===== config.mk =====
export PLATFORM = sky130hd
export DESIGN_NAME = button_press_classifier_flat
export DESIGN_NICKNAME = d
export VERILOG_FILES = /design/src/bpc_pkg.sv /design/src/bpc_in_if.sv /design/src/bpc_out_if.sv /design/src/bpc_cfg_regs.sv /design/src/bpc_core.sv /design/src/button_press_classifier.sv /design/src/flat_wrapper.sv
export SDC_FILE = /design/constraint.sdc
export NUM_CORES = 1
export LEC_CHECK = 0
export BUFFER_PORTS_ARGS = -buffer_cell sky130_fd_sc_hd__buf_2
export CAP_MARGIN = 25
export CORE_MARGIN = 2
export CORE_UTILIZATION = 63
export CTS_BUF_LIST = sky130_fd_sc_hd__clkbuf_16
export DETAILED_ROUTE_END_ITERATION = 16
export PLACE_DENSITY = 0.81
export SYNTH_ARGS = -nofsm -noshare
export SYNTH_HDL_FRONTEND = slang
export SYNTH_SLANG_ARGS = --single-unit

===== constraint.sdc =====
create_clock -name clk -period 7.2 [get_ports clk]
set_input_delay 1.08 -clock clk [delete_from_list [all_inputs] [get_ports clk]]
set_output_delay 1.08 -clock clk [all_outputs]
set_load 0.05 [all_outputs]

===== src/bpc_pkg.sv =====
// Package with shared types, constants and helpers of the button press classifier.
`timescale 1ns / 1ps
package bpc_pkg;

	localparam int BUTTON_COUNT = 4;
	localparam int BTN_W = 2;
	localparam int CNT_W = 16;
	localparam int CFG_IDX_W = 3;
	localparam logic [CNT_W-1:0] CNT_SAT = '1;

	localparam logic [CNT_W-1:0] LOCKOUT_RST = 16'd150;
	localparam logic [CNT_W-1:0] LONG_RST = 16'd2000;
	localparam logic [CNT_W-1:0] POWER_RST = 16'd5000;
	localparam logic [CNT_W-1:0] REPEAT_DELAY_RST = 16'd1000;
	localparam logic [CNT_W-1:0] REPEAT_PERIOD_RST = 16'd80;

	typedef enum logic [2:0] {
		KIND_SHORT = 3'd0,
		KIND_LONG = 3'd1,
		KIND_REPEAT = 3'd2,
		KIND_MUTE = 3'd3,
		KIND_POWER = 3'd4
	} kind_t;

	typedef enum logic [CFG_IDX_W-1:0] {
		CFG_LOCKOUT = 3'd0,
		CFG_LONG = 3'd1,
		CFG_POWER = 3'd2,
		CFG_REPEAT_DELAY = 3'd3,
		CFG_REPEAT_PERIOD = 3'd4
	} cfg_idx_t;

	localparam logic [BTN_W-1:0] BTN_THREE = 2'd2;
	localparam logic [BTN_W-1:0] BTN_FOUR = 2'd3;

	typedef struct packed {
		logic [CNT_W-1:0] lockout_ticks;
		logic [CNT_W-1:0] long_ticks;
		logic [CNT_W-1:0] power_ticks;
		logic [CNT_W-1:0] repeat_delay_ticks;
		logic [CNT_W-1:0] repeat_period_ticks;
	} cfg_t;

	typedef struct packed {
		logic valid;
		logic [BTN_W-1:0] button;
		kind_t kind;
	} event_t;

	function automatic logic [CNT_W-1:0] sat_inc(input logic [CNT_W-1:0] v);
		sat_inc = (v == CNT_SAT) ? CNT_SAT : v + 1'b1;
	endfunction

endpackage


===== src/bpc_in_if.sv =====
// Input channel interface carrying one tick of button levels per beat.
`timescale 1ns / 1ps
interface bpc_in_if;
	logic valid;
	logic ready;
	logic [3:0] button_levels;
	logic repeat_allowed;

	modport source (output valid, output button_levels, output repeat_allowed, input ready);
	modport sink (input valid, input button_levels, input repeat_allowed, output ready);
endinterface


===== src/bpc_out_if.sv =====
// Output channel interface carrying one classified button event per beat.
`timescale 1ns / 1ps
interface bpc_out_if;
	logic valid;
	logic ready;
	logic [1:0] event_button;
	logic [2:0] event_kind;

	modport source (output valid, output event_button, output event_kind, input ready);
	modport sink (input valid, input event_button, input event_kind, output ready);
endinterface


===== src/bpc_cfg_regs.sv =====
// Configuration register file of the button press classifier.
`timescale 1ns / 1ps
module bpc_cfg_regs (
	input  logic clk,
	input  logic arst_n,
	input  logic cfg_we,
	input  logic [bpc_pkg::CFG_IDX_W-1:0] cfg_index,
	input  logic [bpc_pkg::CNT_W-1:0] cfg_wdata,
	output bpc_pkg::cfg_t cfg
);
	import bpc_pkg::*;

	cfg_t cfg_q;

	always_ff @(posedge clk or negedge arst_n) begin
		if (!arst_n) begin
			cfg_q.lockout_ticks <= LOCKOUT_RST;
			cfg_q.long_ticks <= LONG_RST;
			cfg_q.power_ticks <= POWER_RST;
			cfg_q.repeat_delay_ticks <= REPEAT_DELAY_RST;
			cfg_q.repeat_period_ticks <= REPEAT_PERIOD_RST;
		end else if (cfg_we) begin
			unique case (cfg_index)
				CFG_LOCKOUT: cfg_q.lockout_ticks <= cfg_wdata;
				CFG_LONG: cfg_q.long_ticks <= cfg_wdata;
				CFG_POWER: cfg_q.power_ticks <= cfg_wdata;
				CFG_REPEAT_DELAY: cfg_q.repeat_delay_ticks <= cfg_wdata;
				CFG_REPEAT_PERIOD: cfg_q.repeat_period_ticks <= cfg_wdata;
				default: ;
			endcase
		end
	end

	assign cfg = cfg_q;

endmodule


===== src/bpc_core.sv =====
// Tracking state and single-tick classification logic of the button press classifier.
`timescale 1ns / 1ps
module bpc_core (
	input  logic clk,
	input  logic arst_n,
	input  logic step,
	input  logic [bpc_pkg::BUTTON_COUNT-1:0] levels,
	input  logic rep_ok,
	input  bpc_pkg::cfg_t cfg,
	output bpc_pkg::event_t ev
);
	import bpc_pkg::*;

	logic [BUTTON_COUNT-1:0] prev_q, prev_d;
	logic track_q, track_d;
	logic [BTN_W-1:0] btn_q, btn_d;
	logic [CNT_W-1:0] hold_q, hold_d;
	logic [CNT_W-1:0] since_q, since_d;
	logic fired_q, fired_d;
	logic rmode_q, rmode_d;
	logic [CNT_W-1:0] rcnt_q, rcnt_d;

	logic [BUTTON_COUNT-1:0] rising;
	logic [CNT_W-1:0] since_inc, hold_inc, rcnt_inc;
	logic held;
	logic [BTN_W-1:0] first_btn;

	always_comb begin
		rising = levels & ~prev_q;
		since_inc = sat_inc(since_q);
		hold_inc = sat_inc(hold_q);
		rcnt_inc = sat_inc(rcnt_q);
		held = levels[btn_q];
		if (rising[0]) first_btn = 2'd0;
		else if (rising[1]) first_btn = 2'd1;
		else if (rising[2]) first_btn = 2'd2;
		else first_btn = 2'd3;
	end

	always_comb begin
		prev_d = levels;
		since_d = since_inc;
		track_d = track_q;
		btn_d = btn_q;
		hold_d = hold_q;
		fired_d = fired_q;
		rmode_d = rmode_q;
		rcnt_d = rcnt_q;
		ev.valid = 1'b0;
		ev.button = btn_q;
		ev.kind = KIND_SHORT;
		if (track_q) begin
			if (btn_q == BTN_THREE) begin
				if (held) begin
					hold_d = hold_inc;
					if (!fired_q && hold_inc >= cfg.long_ticks) begin
						fired_d = 1'b1;
						ev.valid = 1'b1;
						ev.kind = KIND_LONG;
					end
				end else begin
					ev.valid = !fired_q;
					track_d = 1'b0;
					since_d = '0;
				end
			end else if (btn_q == BTN_FOUR) begin
				if (held) begin
					hold_d = hold_inc;
					if (!fired_q && hold_inc >= cfg.long_ticks
							&& hold_inc < cfg.power_ticks) begin
						fired_d = 1'b1;
						ev.valid = 1'b1;
						ev.kind = KIND_MUTE;
					end else if (hold_inc >= cfg.power_ticks) begin
						track_d = 1'b0;
						ev.valid = 1'b1;
						ev.kind = KIND_POWER;
					end
				end else begin
					ev.valid = !fired_q;
					track_d = 1'b0;
				end
			end else begin
				if (held) begin
					if (!rmode_q) begin
						hold_d = hold_inc;
						if (hold_inc >= cfg.repeat_delay_ticks) begin
							rmode_d = 1'b1;
							rcnt_d = '0;
							ev.valid = 1'b1;
							ev.kind = KIND_REPEAT;
						end
					end else begin
						rcnt_d = rcnt_inc;
						if (rcnt_inc >= cfg.repeat_period_ticks) begin
							rcnt_d = '0;
							ev.valid = 1'b1;
							ev.kind = KIND_REPEAT;
						end
					end
				end else begin
					track_d = 1'b0;
				end
			end
		end else if (rising != '0 && since_inc > cfg.lockout_ticks) begin
			since_d = '0;
			hold_d = '0;
			fired_d = 1'b0;
			rmode_d = 1'b0;
			rcnt_d = '0;
			btn_d = first_btn;
			ev.button = first_btn;
			if (!first_btn[1]) begin
				ev.valid = 1'b1;
				track_d = rep_ok;
			end else begin
				track_d = 1'b1;
			end
		end
	end

	always_ff @(posedge clk or negedge arst_n) begin
		if (!arst_n) begin
			prev_q <= '0;
			track_q <= 1'b0;
			btn_q <= '0;
			hold_q <= '0;
			since_q <= CNT_SAT;
			fired_q <= 1'b0;
			rmode_q <= 1'b0;
			rcnt_q <= '0;
		end else if (step) begin
			prev_q <= prev_d;
			track_q <= track_d;
			btn_q <= btn_d;
			hold_q <= hold_d;
			since_q <= since_d;
			fired_q <= fired_d;
			rmode_q <= rmode_d;
			rcnt_q <= rcnt_d;
		end
	end

endmodule


===== src/button_press_classifier.sv =====
// Top level of the button press classifier: input register, core and result register.
//
//  channel   | dir | beat payload
//  ----------+-----+---------------------------------------------
//  in_ch     | in  | button_levels[3:0], repeat_allowed
//  out_ch    | out | event_button[1:0], event_kind[2:0]
//  cfg_*     | in  | cfg_we, cfg_index[2:0], cfg_wdata[15:0]
//
// A beat is taken into the input register, classified by the core, and the
// event, if any, is written to the result register; one beat per cycle is sustained
// while the result register does not stall the core.
// A pending event in the result register only stalls a tick that produces another event.
// Reset clears all tracking state; configuration registers return to their defaults.
`timescale 1ns / 1ps
module button_press_classifier (
	input  logic clk,
	input  logic arst_n,
	bpc_in_if.sink in_ch,
	bpc_out_if.source out_ch,
	input  logic cfg_we,
	input  logic [bpc_pkg::CFG_IDX_W-1:0] cfg_index,
	input  logic [bpc_pkg::CNT_W-1:0] cfg_wdata
);
	import bpc_pkg::*;

	cfg_t cfg;
	event_t ev;

	logic vld_s1;
	logic [BUTTON_COUNT-1:0] levels_s1;
	logic rep_s1;
	logic out_vld_q;
	logic [BTN_W-1:0] out_btn_q;
	kind_t out_kind_q;
	logic out_free, adv;

	bpc_cfg_regs u_cfg (
		.clk(clk),
		.arst_n(arst_n),
		.cfg_we(cfg_we),
		.cfg_index(cfg_index),
		.cfg_wdata(cfg_wdata),
		.cfg(cfg)
	);

	bpc_core u_core (
		.clk(clk),
		.arst_n(arst_n),
		.step(adv),
		.levels(levels_s1),
		.rep_ok(rep_s1),
		.cfg(cfg),
		.ev(ev)
	);

	assign out_free = !out_vld_q || out_ch.ready;
	assign adv = vld_s1 && (!ev.valid || out_free);
	assign in_ch.ready = !vld_s1 || adv;

	always_ff @(posedge clk or negedge arst_n) begin
		if (!arst_n) begin
			vld_s1 <= 1'b0;
		end else if (in_ch.ready) begin
			vld_s1 <= in_ch.valid;
		end
	end

	always_ff @(posedge clk) begin
		if (in_ch.ready && in_ch.valid) begin
			levels_s1 <= in_ch.button_levels;
			rep_s1 <= in_ch.repeat_allowed;
		end
	end

	always_ff @(posedge clk or negedge arst_n) begin
		if (!arst_n) begin
			out_vld_q <= 1'b0;
		end else if (out_free) begin
			out_vld_q <= adv && ev.valid;
		end
	end

	always_ff @(posedge clk) begin
		if (out_free && adv && ev.valid) begin
			out_btn_q <= ev.button;
			out_kind_q <= ev.kind;
		end
	end

	assign out_ch.valid = out_vld_q;
	assign out_ch.event_button = out_btn_q;
	assign out_ch.event_kind = out_kind_q;

endmodule

===== src/flat_wrapper.sv =====
// flat-port wrapper written by rule: the top's interface ports become plain ports
module button_press_classifier_flat import bpc_pkg::*;
  (clk, arst_n, cfg_we, cfg_index, cfg_wdata, in_ch_valid, in_ch_button_levels, in_ch_repeat_allowed, in_ch_ready, out_ch_valid, out_ch_event_button, out_ch_event_kind, out_ch_ready);
  bpc_in_if in_ch_i ();
  bpc_out_if out_ch_i ();
  input  logic clk;
  input  logic arst_n;
  input  logic cfg_we;
  input  logic [bpc_pkg::CFG_IDX_W-1:0] cfg_index;
  input  logic [bpc_pkg::CNT_W-1:0] cfg_wdata;
  input wire logic [$bits(in_ch_i.valid)-1:0] in_ch_valid;
  input wire logic [$bits(in_ch_i.button_levels)-1:0] in_ch_button_levels;
  input wire logic [$bits(in_ch_i.repeat_allowed)-1:0] in_ch_repeat_allowed;
  output wire logic [$bits(in_ch_i.ready)-1:0] in_ch_ready;
  output wire logic [$bits(out_ch_i.valid)-1:0] out_ch_valid;
  output wire logic [$bits(out_ch_i.event_button)-1:0] out_ch_event_button;
  output wire logic [$bits(out_ch_i.event_kind)-1:0] out_ch_event_kind;
  input wire logic [$bits(out_ch_i.ready)-1:0] out_ch_ready;
  assign in_ch_i.valid = in_ch_valid;
  assign in_ch_i.button_levels = in_ch_button_levels;
  assign in_ch_i.repeat_allowed = in_ch_repeat_allowed;
  assign in_ch_ready = in_ch_i.ready;
  assign out_ch_valid = out_ch_i.valid;
  assign out_ch_event_button = out_ch_i.event_button;
  assign out_ch_event_kind = out_ch_i.event_kind;
  assign out_ch_i.ready = out_ch_ready;
  button_press_classifier u_core (.clk(clk), .arst_n(arst_n), .in_ch(in_ch_i), .out_ch(out_ch_i), .cfg_we(cfg_we), .cfg_index(cfg_index), .cfg_wdata(cfg_wdata));
endmodule

# After elaboration in Yosys (flattened, before gate mapping)
# Index checks and enable logic that the tools add are counted.
[word_totals]
wordCells = 154
output_inout_bits = 7
reg_bits = 149
inputBits = 29
[op_classes]
n_addsub = 3
bitwise_logic = 3
order_cmp = 7
eq_ne = 20
reduce_logical = 28
n_mux = 74
[ops]
columns = ["op", "count"]
rows = [
  ["two-way mux 16 bit", 21],
  [">= comparator 16 bit", 4],
  ["adder 16 x 1 -> 16 bit (second input constant)", 3],
  ["equality test 16 bit (second input constant)", 3],
  ["two-way mux 1 bit", 39],
  ["two-way mux 3 bit", 8],
  ["greater-than comparator 16 bit", 1],
  ["less-than comparator 16 bit", 1],
  ["two-way mux 2 bit", 5],
  ["AND reduction 2 bit", 5],
  ["!= test 3 x 1 -> 1 bit (second input constant)", 3],
  ["logical AND 1 bit", 8],
  ["AND reduction 7 bit", 1],
  ["equality test 3 x 2 -> 1 bit (second input constant)", 2],
  ["!= test 3 bit (second input constant)", 2],
  ["AND reduction 6 bit", 1],
  ["AND reduction 5 bit", 1],
  ["bitwise AND 4 bit", 1],
  ["equality test 2 bit (second input constant)", 2],
  ["logical NOT 1 bit", 4],
  ["!= test 2 bit (second input constant)", 2],
  ["!= test 4 x 1 -> 1 bit (second input constant)", 1],
  ["!= test 4 x 2 -> 1 bit (second input constant)", 1],
  ["inverter 4 bit", 1],
  ["13 further kinds", 15],
]

# Longest topological paths before layout
# Gate-level depths: netlist of run 1.
[depth]
word_depth = 15
depth_mapped = 20
mapped_depth_nobuf = 17

# Cells and area by module
# A second synthesis of run 1 with hierarchy kept.
[hier_totals]
hier_cells = 899
area_unflattened_um2 = 9213.8
[by_module_without_submodules]
columns = ["mod", "area_per_inst_um2", "instances", "seq_area_each_um2", "cells_per_inst"]
rows = [
  ["bpc_core", 5728.0, 1, 1446.4, 706],
  ["bpc_cfg_regs", 3079.2, 1, 2030.7, 173],
  ["button_press_classifier", 406.6, 1, 350.3, 20],
]

# Worst setup path before layout of run 1
# Ideal clock, no wire load.
[synth_path]
kind = "flip-flop to output port"
from = "register u_core.u_core.since_q[0]"
to = "output port in_ch_ready"
arrival_time_ns = 4.496
t_required_ns = 6.120
stages_incl_launch_ff = 19
path_slack_ns = 1.624
cell_sequence = "dfstp_2 ha_1 and4_1 and2_1 nand3_1 nor3_1 nand4_1 clkbuf_1 buf_1 nand2_1 ha_1 and4_1 a221o_2 a31oi_4 a22oi_4 o211a_4 clkbuf_1 nor2_1 nand2_1"
[synth_between]
elab_chain_cells = 10
elab_cells_between_ends = 11
classes_between = "add/sub (1); order compare (1); eq/ne (1); mux (3); reduce/logical (5)"
[synth_lines]
columns = ["item", "line", "text"]
rows = [
  ["start, declared", "bpc_core.sv:18", "logic [CNT_W-1:0] since_q, since_d;"],
  ["start signal, assigned", "bpc_core.sv:137", "since_q <= since_d;"],
  ["adder 16 x 1 -> 16 bit / equality test 16 bit (equally long branches)", "bpc_pkg.sv:51", "sat_inc = (v == CNT_SAT) ? CNT_SAT : v + 1'b1;"],
  ["two-way mux 16 bit (*)", "bpc_pkg.sv:51", ""],
  ["greater-than comparator 16 bit (*)", "bpc_core.sv:105", "end else if (rising != '0 && since_inc > cfg.lockout_ticks) begin"],
  ["logical AND 1 bit (*)", "bpc_core.sv:105", ""],
  ["two-way mux 3 bit (*)", "bpc_core.sv:105", ""],
  ["two-way mux 1 bit (*)", "bpc_core.sv:52", "if (track_q) begin"],
  ["logical NOT 1 bit (*)", "button_press_classifier.sv:57", "assign adv = vld_s1 && (!ev.valid || out_free);"],
  ["logical OR 1 bit (*)", "button_press_classifier.sv:57", ""],
  ["logical AND 1 bit (*)", "button_press_classifier.sv:57", ""],
  ["logical OR 1 bit (*)", "button_press_classifier.sv:58", "assign in_ch.ready = !vld_s1 || adv;"],
  ["end, declared", "flat_wrapper.sv:14", "output wire logic [$bits(in_ch_i.ready)-1:0] in_ch_ready;"],
]
# Every way passes the cells marked *; elsewhere a longest branch is shown, timed or not.

# Final worst setup path of run 1
# Ends and elaborated chain as after synthesis.

==> results by group, run 1 <==
Logic synthesis
  – Largest family of logic cells by synthesized area: compound AO/OA/AOI/OAI gates
  – Synth Area in Adders: 11.4%
  – Most frequent cell after synthesis: nand2_1
  – Synth top area cells: dfrtp_1, ha_1, dfstp_2
  – Commonest cells in the synthesized netlist: nand2_1, inv_1, dfrtp_1
  – Post-synth EDFFs: 10
  – Mapped Nets: 1073
  – Fraction of registers with async set/reset: 93.3%
  – Share of the synthesized area in the top cell type: 27.4%
  – Post-Synth XOR/XNOR Area: 2.68%
  – Mapped cell area: 9140 µm²
  – Synth cell types: 74
  – Post-synthesis mux area share: 5.23%
  – Post-Syn Area per Cell: 9.51 µm²
  – Ys flop type: dfrtp_1
  – Post-Synthesis Cells: 961
  – Post-synthesis compound-gate area fraction: 18.0%
  – Ys Warns: 0
  – Sequential area share after synthesis: 41.9%
  – Area leader, netlist: dfrtp_1
  – Simple-Gate Fraction of Synth Area: 14.7%
  – Synth Register Bits: 149

Critical path
  – Buf/Inv on CP: 2
  – Critical path's slowest cell: dfstp_2
  – Crit path cell chain: ha_1 -> and4_1 -> and2_1 -> nand3_1 -> nor3_1 -> nand4_1 -> buf_4 -> nand2_1 -> ha_1 -> nand4_1 -> nor4_2 -> a221o_2 -> a31oi_4 -> a22oi_4 -> o211a_4 -> nor2_1 -> nand2_1 -> buf_2
  – CP Depth: 18
  – Worst setup EP type: output pin
  – Critical Path RT: 6.12 ns
  – WS Path Type: flip-flop to output pin
  – Crit start category: flip-flop
  – WP data arrival: 5.10 ns
  – R2R depth: 17
  – CP max FO: 20
  – Critical path's largest stage delay: 0.55 ns
  – Delay-heaviest family, CP: simple AND/OR/NAND/NOR gates

Power and ir drop
  – Design internal power: 1.93 mW
  – Pleak: 4.70 nW
  – Final Power: 2.96 mW
  – Maximum vdd ir drop: 0.243 mV
  – PwrDens: 295 nW/µm²
  – Clock Power Share: 29.3%
  – Combinational share of power: 30.4%
  – NetSw: 1.03 mW
  – Switching Share: 34.8%
  – Seq pwr share: 40.4%

Routing
  – Post-route ant nets: 0
  – DRC Markers: 0
  – Avg WL per Cell: 18.2 µm
  – Iteration count of the initial detailed-routing pass: 5
  – Drt total wl: 21600 µm
  – Routed vias: 7221
  – Vias per cell: 6.09
  – 1st-iter DRT viols: 688

Timing
  – Hold WS: 0.485 ns
  – Final worst setup slack: 1.02 ns
  – RSZ-0062 raised after global routing: false
  – Number of hold violations in the final report: 0
  – Final sum of negative setup slack: 0 ns
  – Final Slew Violations: 0
  – Clock Skews: 0.0123 ns
  – Final setup fails: 0
  – Final period util: 85.8%
  – Rel. slew slack: 27.4%
  – Worst Max-Slew Pin Slew: 1.09 ns
  – Minimum clock period: 6.18 ns
  – Fmax: 162 MHz

Finish
  – Area occupied by multi-input gates: 4800 µm²
  – Register area: 3830 µm²
  – Layout area overhead: 9.98%
  – Fraction of layout cells with a size suffix above 1: 17.8%
  – Post-layout nets: 1101
  – ANT cells: 0
  – Design Area, Final: 10100 µm²
  – Fillers: 1088

Worst hold path
  – Min-Delay Path Depth: 2
  – Hold Crit Class: flip-flop to flip-flop

Floorplanning
  – Row Count: 44
  – Core area: 14400 µm²
  – Die Span Y: 124 µm
  – IO Count: 36
  – Chip Width: 124 µm
  – Die area: 15500 µm²
  – Starting Density: 63.6%

Global routing
  – Largest net degree at the start of global routing: 94
  – Vias in the first global route: 7191
  – Initial antenna violation count: 0
  – First-pass GRT wire length: 36000 µm
  – Tot GR Track Use: 29.1%
  – Total gr overflow: 0

Placement
  – Placed instance area: 9480 µm²
  – IO Port Bufs: 35
  – Place WS: 1.57 ns
  – GPL Wtd Cong: 0.926
  – Detail Placement HPWL: 15400 µm

Flow run
  – Max-Cap Viols: 0

Clock tree
  – Post-CTS Resized: 0
  – H-tree lvl count: 4
  – # hold bufs at CTS: 0
  – Root Buffer Master: clkbuf_16
  – Post-CTS setup buffer count: 0
  – Later-pin clock latency in the skew report: 0.43 ns
  – Sink Count: 149
  – Worst-path clk slew: 0.06 ns
  – CTS Buf Count: 17
  – CTS tree: built
  – Largest buffer count on any clock path: 2

Status
  – Status: finished, final reports clean
[tightest hold or removal path, cell delays in order, from the launching register on]
cell and delay [ns]:
dfstp_2 0.38, inv_1 0.05, a2bb2oi_1 0.06
[sequential cells by signal, indices dropped and copies added, names as in the netlist]
| register | cells |
|---|---|
| u_core.u_cfg.cfg | 80 |
| u_core.u_core.hold_q | 16 |
| u_core.u_core.rcnt_q | 16 |
| u_core.u_core.since_q | 16 |
| u_core.levels_s1 | 4 |
| u_core.u_core.prev_q | 4 |
| u_core.out_ch.event_kind | 3 |
| u_core.out_ch.event_button | 2 |
| u_core.u_core.btn_q | 2 |
| u_core.out_ch.valid | 1 |
| u_core.rep_s1 | 1 |
| u_core.u_core.fired_q | 1 |
| u_core.u_core.rmode_q | 1 |
| u_core.u_core.track_q | 1 |
| u_core.vld_s1 | 1 |
[per-layer routing]
metal	global-route usage [%]	vias up	wire length (µm)
li1	-	3449	-
met1	39.1	3462	9650
met2	46.2	250	10000
met3	6.74	60	1270
met4	10.8	0	622
met5	0	-	0
[power groups by stage]
stage / Sequential [mW] / Clock (mW) / Combinational (mW)
after floorplan: 1.17 / 0 / 0.689
after global placement: 1.20 / 0 / 0.862
after detailed placement: 1.20 / 0 / 0.885
after CTS: 1.19 / 0.872 / 0.898
after global routing: 1.22 / 0.917 / 1.02
final: 1.20 / 0.867 / 0.901
[cells in the final DEF (no fill, tap or decap), types with 4 or more instances in the layout]
cell type,instances
edfxtp_1,10
nor2b_1,9
a211oi_1,5
nand3_1,26
a22o_1,12
ha_1,83
a21o_1,9
and3_1,13
and2_1,11
a21oi_1,44
o211ai_1,15
clkbuf_16,18
nand4_1,15
o21ai_0,78
nand2_1,122
o2111ai_1,4
a31oi_1,12
inv_1,107
buf_2,34
a22o_2,6
dfstp_2,39
mux2i_1,8
dfrtp_1,100
buf_4,6
clkinvlp_4,5
inv_6,4
o32ai_1,4
nand2b_1,8
a2bb2oi_1,7
nor2_1,41
xnor2_1,17
mux2_2,34
nor3_1,11
xor2_1,11
[per-stage QoR]
step                instances  util, %
finish                   1186     70.0
global route             1186     70.0
CTS                      1186     70.0
detailed placement       1154     66.0
global placement         1154     66.0
floorplan                 961        -
[worst paths after layout]
check / from / to / slack [ns]
worst max-delay path: u_core.u_core.since_q[0]$_DFFE_PN1P_ / in_ch_ready / 1.02
min in group asynchronous: arst_n / u_core.u_cfg.cfg[37]$_DFFE_PN0P_ / 0.73
worst max register to register: u_core.u_core.since_q[0]$_DFFE_PN1P_ / u_core.u_core.hold_q[3]$_DFFE_PN0P_ / 1.66
worst min register to register: u_core.u_core.since_q[4]$_DFFE_PN1P_ / u_core.u_core.since_q[4]$_DFFE_PN1P_ / 0.48
worst min-delay path: u_core.u_core.since_q[4]$_DFFE_PN1P_ / u_core.u_core.since_q[4]$_DFFE_PN1P_ / 0.48
max in group asynchronous: arst_n / u_core.u_cfg.cfg[77]$_DFFE_PN0P_ / 5.32
[cell type report]
cell class              count  area share [%]
flip-flops and latches    149            38.1
well taps                 184            2.29
repair buffers             41            2.25
multi-input cells         673            47.7
inverters                 107            3.99
clock inverters            14            1.23
clock buffers              18            4.48
[cells by family (layout without fill, tap and decap cells)]
group                    Yosys count  count (layout)
adder cells (fa/ha/maj)           83              83
XOR/XNOR                          28              28
multiplexers                      43              43
flip-flops                       149             149
buffers and inverters            139             180
AND/OR/NAND/NOR                  280             280
AO/OA/AOI/OAI                    239             239
Note: power is estimated with default switching activity, not from simulation.
==> run 2: changes to the inputs <==
Settings changed: CORE_UTILIZATION 63 to 53, PLACE_DENSITY 0.81 to 0.7.
==> run 2 against run 1 <==
Against the previous run:
- first-iteration DRC count fell by 39%
- hold slack improved by 0.0049 ns
- via count fell by 2.6%
- cell area rose by 0.26%
- non-clock buffer count rose by 2
- critical path depth did not move
- utilization fell by 11 points
- sequential share of layout area fell by 0.099 points
- die area rose by 18%
- fmax fell by 5.7%
- register-to-register slack got worse by 0.37 ns
- largest cell class unchanged
==> results by group, run 2 (same netlist as run 1, synthesis figures left out) <==
Global routing
  – Total gr overflow: 0
  – Initial antenna violation count: 0
  – Vias in the first global route: 7006
  – Largest net degree at the start of global routing: 80
  – Tot GR Track Use: 25.4%
  – First-pass GRT wire length: 35700 µm

Timing
  – Fmax: 153 MHz
  – Final period util: 91.0%
  – RSZ-0062 raised after global routing: false
  – Final Slew Violations: 0
  – Final sum of negative setup slack: 0 ns
  – Number of hold violations in the final report: 0
  – Worst Max-Slew Pin Slew: 1.05 ns
  – Clock Skews: 0.00925 ns
  – Final setup fails: 0
  – Minimum clock period: 6.55 ns
  – Rel. slew slack: 29.9%

Floorplanning
  – Row Count: 48
  – Core area: 17100 µm²
  – Die area: 18300 µm²
  – Starting Density: 53.6%
  – Die Span Y: 135 µm
  – Chip Width: 135 µm
  – IO Count: 36

Power and ir drop
  – PwrDens: 288 nW/µm²
  – Maximum vdd ir drop: 0.209 mV
  – Pleak: 4.72 nW

Clock tree
  – Worst-path clk slew: 0.06 ns
  – Sink Count: 149
  – Largest buffer count on any clock path: 2
  – Post-CTS setup buffer count: 0
  – CTS Buf Count: 17
  – Later-pin clock latency in the skew report: 0.43 ns
  – CTS tree: built
  – Root Buffer Master: clkbuf_16
  – H-tree lvl count: 4
  – # hold bufs at CTS: 0
  – Post-CTS Resized: 0

Finish
  – ANT cells: 0
  – Most frequent cells in the layout: nand2_1, inv_1, dfrtp_1, ha_1, o21ai_0
  – Most common cell after layout, fill and taps aside: nand2_1
  – Post-layout nets: 1103
  – Fraction of layout cells with a size suffix above 1: 17.5%
  – Layout area overhead: 10.3%
  – Fillers: 1505
  – Post-layout util: 59.1%
  – Largest register FFs: 80
  – Design Area, Final: 10100 µm²

Placement
  – GPL Wtd Cong: 0.907
  – Placed instance area: 9560 µm²
  – Detail Placement HPWL: 16100 µm
  – IO Port Bufs: 35

Worst hold path
  – Hold Crit Class: flip-flop to flip-flop

Critical path
  – Worst setup EP type: output pin
  – Critical Path RT: 6.12 ns
  – WS Path Type: flip-flop to output pin
  – Critical path's largest stage delay: 0.59 ns
  – CP max FO: 16
  – Delay-heaviest family, CP: simple AND/OR/NAND/NOR gates
  – Critical path's slowest cell: nand4_1
  – Buf/Inv on CP: 2
  – WP data arrival: 5.47 ns
  – Crit path cell chain: ha_1 -> and4_1 -> and2_1 -> nand3_1 -> nor3_1 -> nand4_1 -> buf_4 -> nand2_1 -> ha_1 -> nand4_2 -> nor4_2 -> o21ai_1 -> a31oi_4 -> a22oi_4 -> o211a_4 -> nor2_1 -> nand2_1 -> buf_2
  – Crit start category: flip-flop

Routing
  – Top Layer Used: met4
  – Routed vias: 7032
  – Iteration count of the initial detailed-routing pass: 5
  – Vias per cell: 5.72
  – 1st-iter DRT viols: 422
  – Avg WL per Cell: 17.7 µm
  – Drt total wl: 21800 µm
  – DRC Markers: 0
  – Met2 Routed Length: 10400 µm
  – Met1 wire length: 10000 µm
  – WL met3: 926 µm
  – Post-route ant nets: 0

Status
  – Status: finished, final reports clean

Flow run
  – Max-Cap Viols: 0
## run 2: changes by cell type in the layout (fill, tap and decap cells not counted), sizes merged
cell,previous run,this run
inv,111,110
clkinvlp,5,2
clkbuf,18,17
clkinv,4,9
buf,41,43
## run 2: worst paths after layout
path / from / endpoint / slack [ns] / cells after the start
max: u_core.u_core.since_q[0]$_DFFE_PN1P_ / in_ch_ready / 0.65 / 18
min: u_core.u_core.since_q[4]$_DFFE_PN1P_ / u_core.u_core.since_q[4]$_DFFE_PN1P_ / 0.49 / 2
max reg2reg: u_core.u_core.since_q[0]$_DFFE_PN1P_ / u_core.u_core.hold_q[1]$_DFFE_PN0P_ / 1.29 / 17
min reg2reg: u_core.u_core.since_q[4]$_DFFE_PN1P_ / u_core.u_core.since_q[4]$_DFFE_PN1P_ / 0.49 / 2
max in group asynchronous: arst_n / u_core.u_core.prev_q[1]$_DFFE_PN0P_ / 5.26 / 2
min in group asynchronous: arst_n / u_core.u_cfg.cfg[53]$_DFFE_PN0P_ / 0.70 / 1
## run 2: layout make-up
cell class              instances  area [µm²]  area share (%)
clock buffers                  17         425            4.22
clock inverters                15         101            1.01
inverters                     107         402            3.98
multi-input cells             673        4800            47.6
flip-flops and latches        149        3830            38.0
well taps                     225         282            2.79
repair buffers                 43         249            2.47
## run 2: tightest hold or removal path, stage by stage (launching register included)
cell	delay, ns
dfstp_2	0.38
inv_1	0.05
a2bb2oi_1	0.06
## run 2: report_power, final
group / switching, mW / leakage (nW) / internal (mW)
Clock: 0.349 / 0.272 / 0.464
Combinational: 0.526 / 2.68 / 0.374
Sequential: 0.125 / 1.77 / 1.06
Total: 1.00 / 4.72 / 1.90
## run 2: stage by stage
stage | hold WS, ns | total power, mW | cells | setup slack (ns)
after floorplan | 0.450 | 1.86 | 961 | 1.62
after global placement | 0.474 | 2.06 | 1196 | 1.36
after detailed placement | 0.479 | 2.09 | 1197 | 1.21
after CTS | 0.488 | 2.91 | 1229 | 0.730
after global routing | 0.515 | 3.10 | 1229 | 0.180
final | 0.490 | 2.90 | 1229 | 0.650
## run 2: layer usage
layer  vias to the layer above  global-route usage (%)
met5                         -                       0
met4                         0                    7.12
met3                        24                    5.46
met2                       158                    41.8
met1                      3403                    34.0
li1                       3447                       -
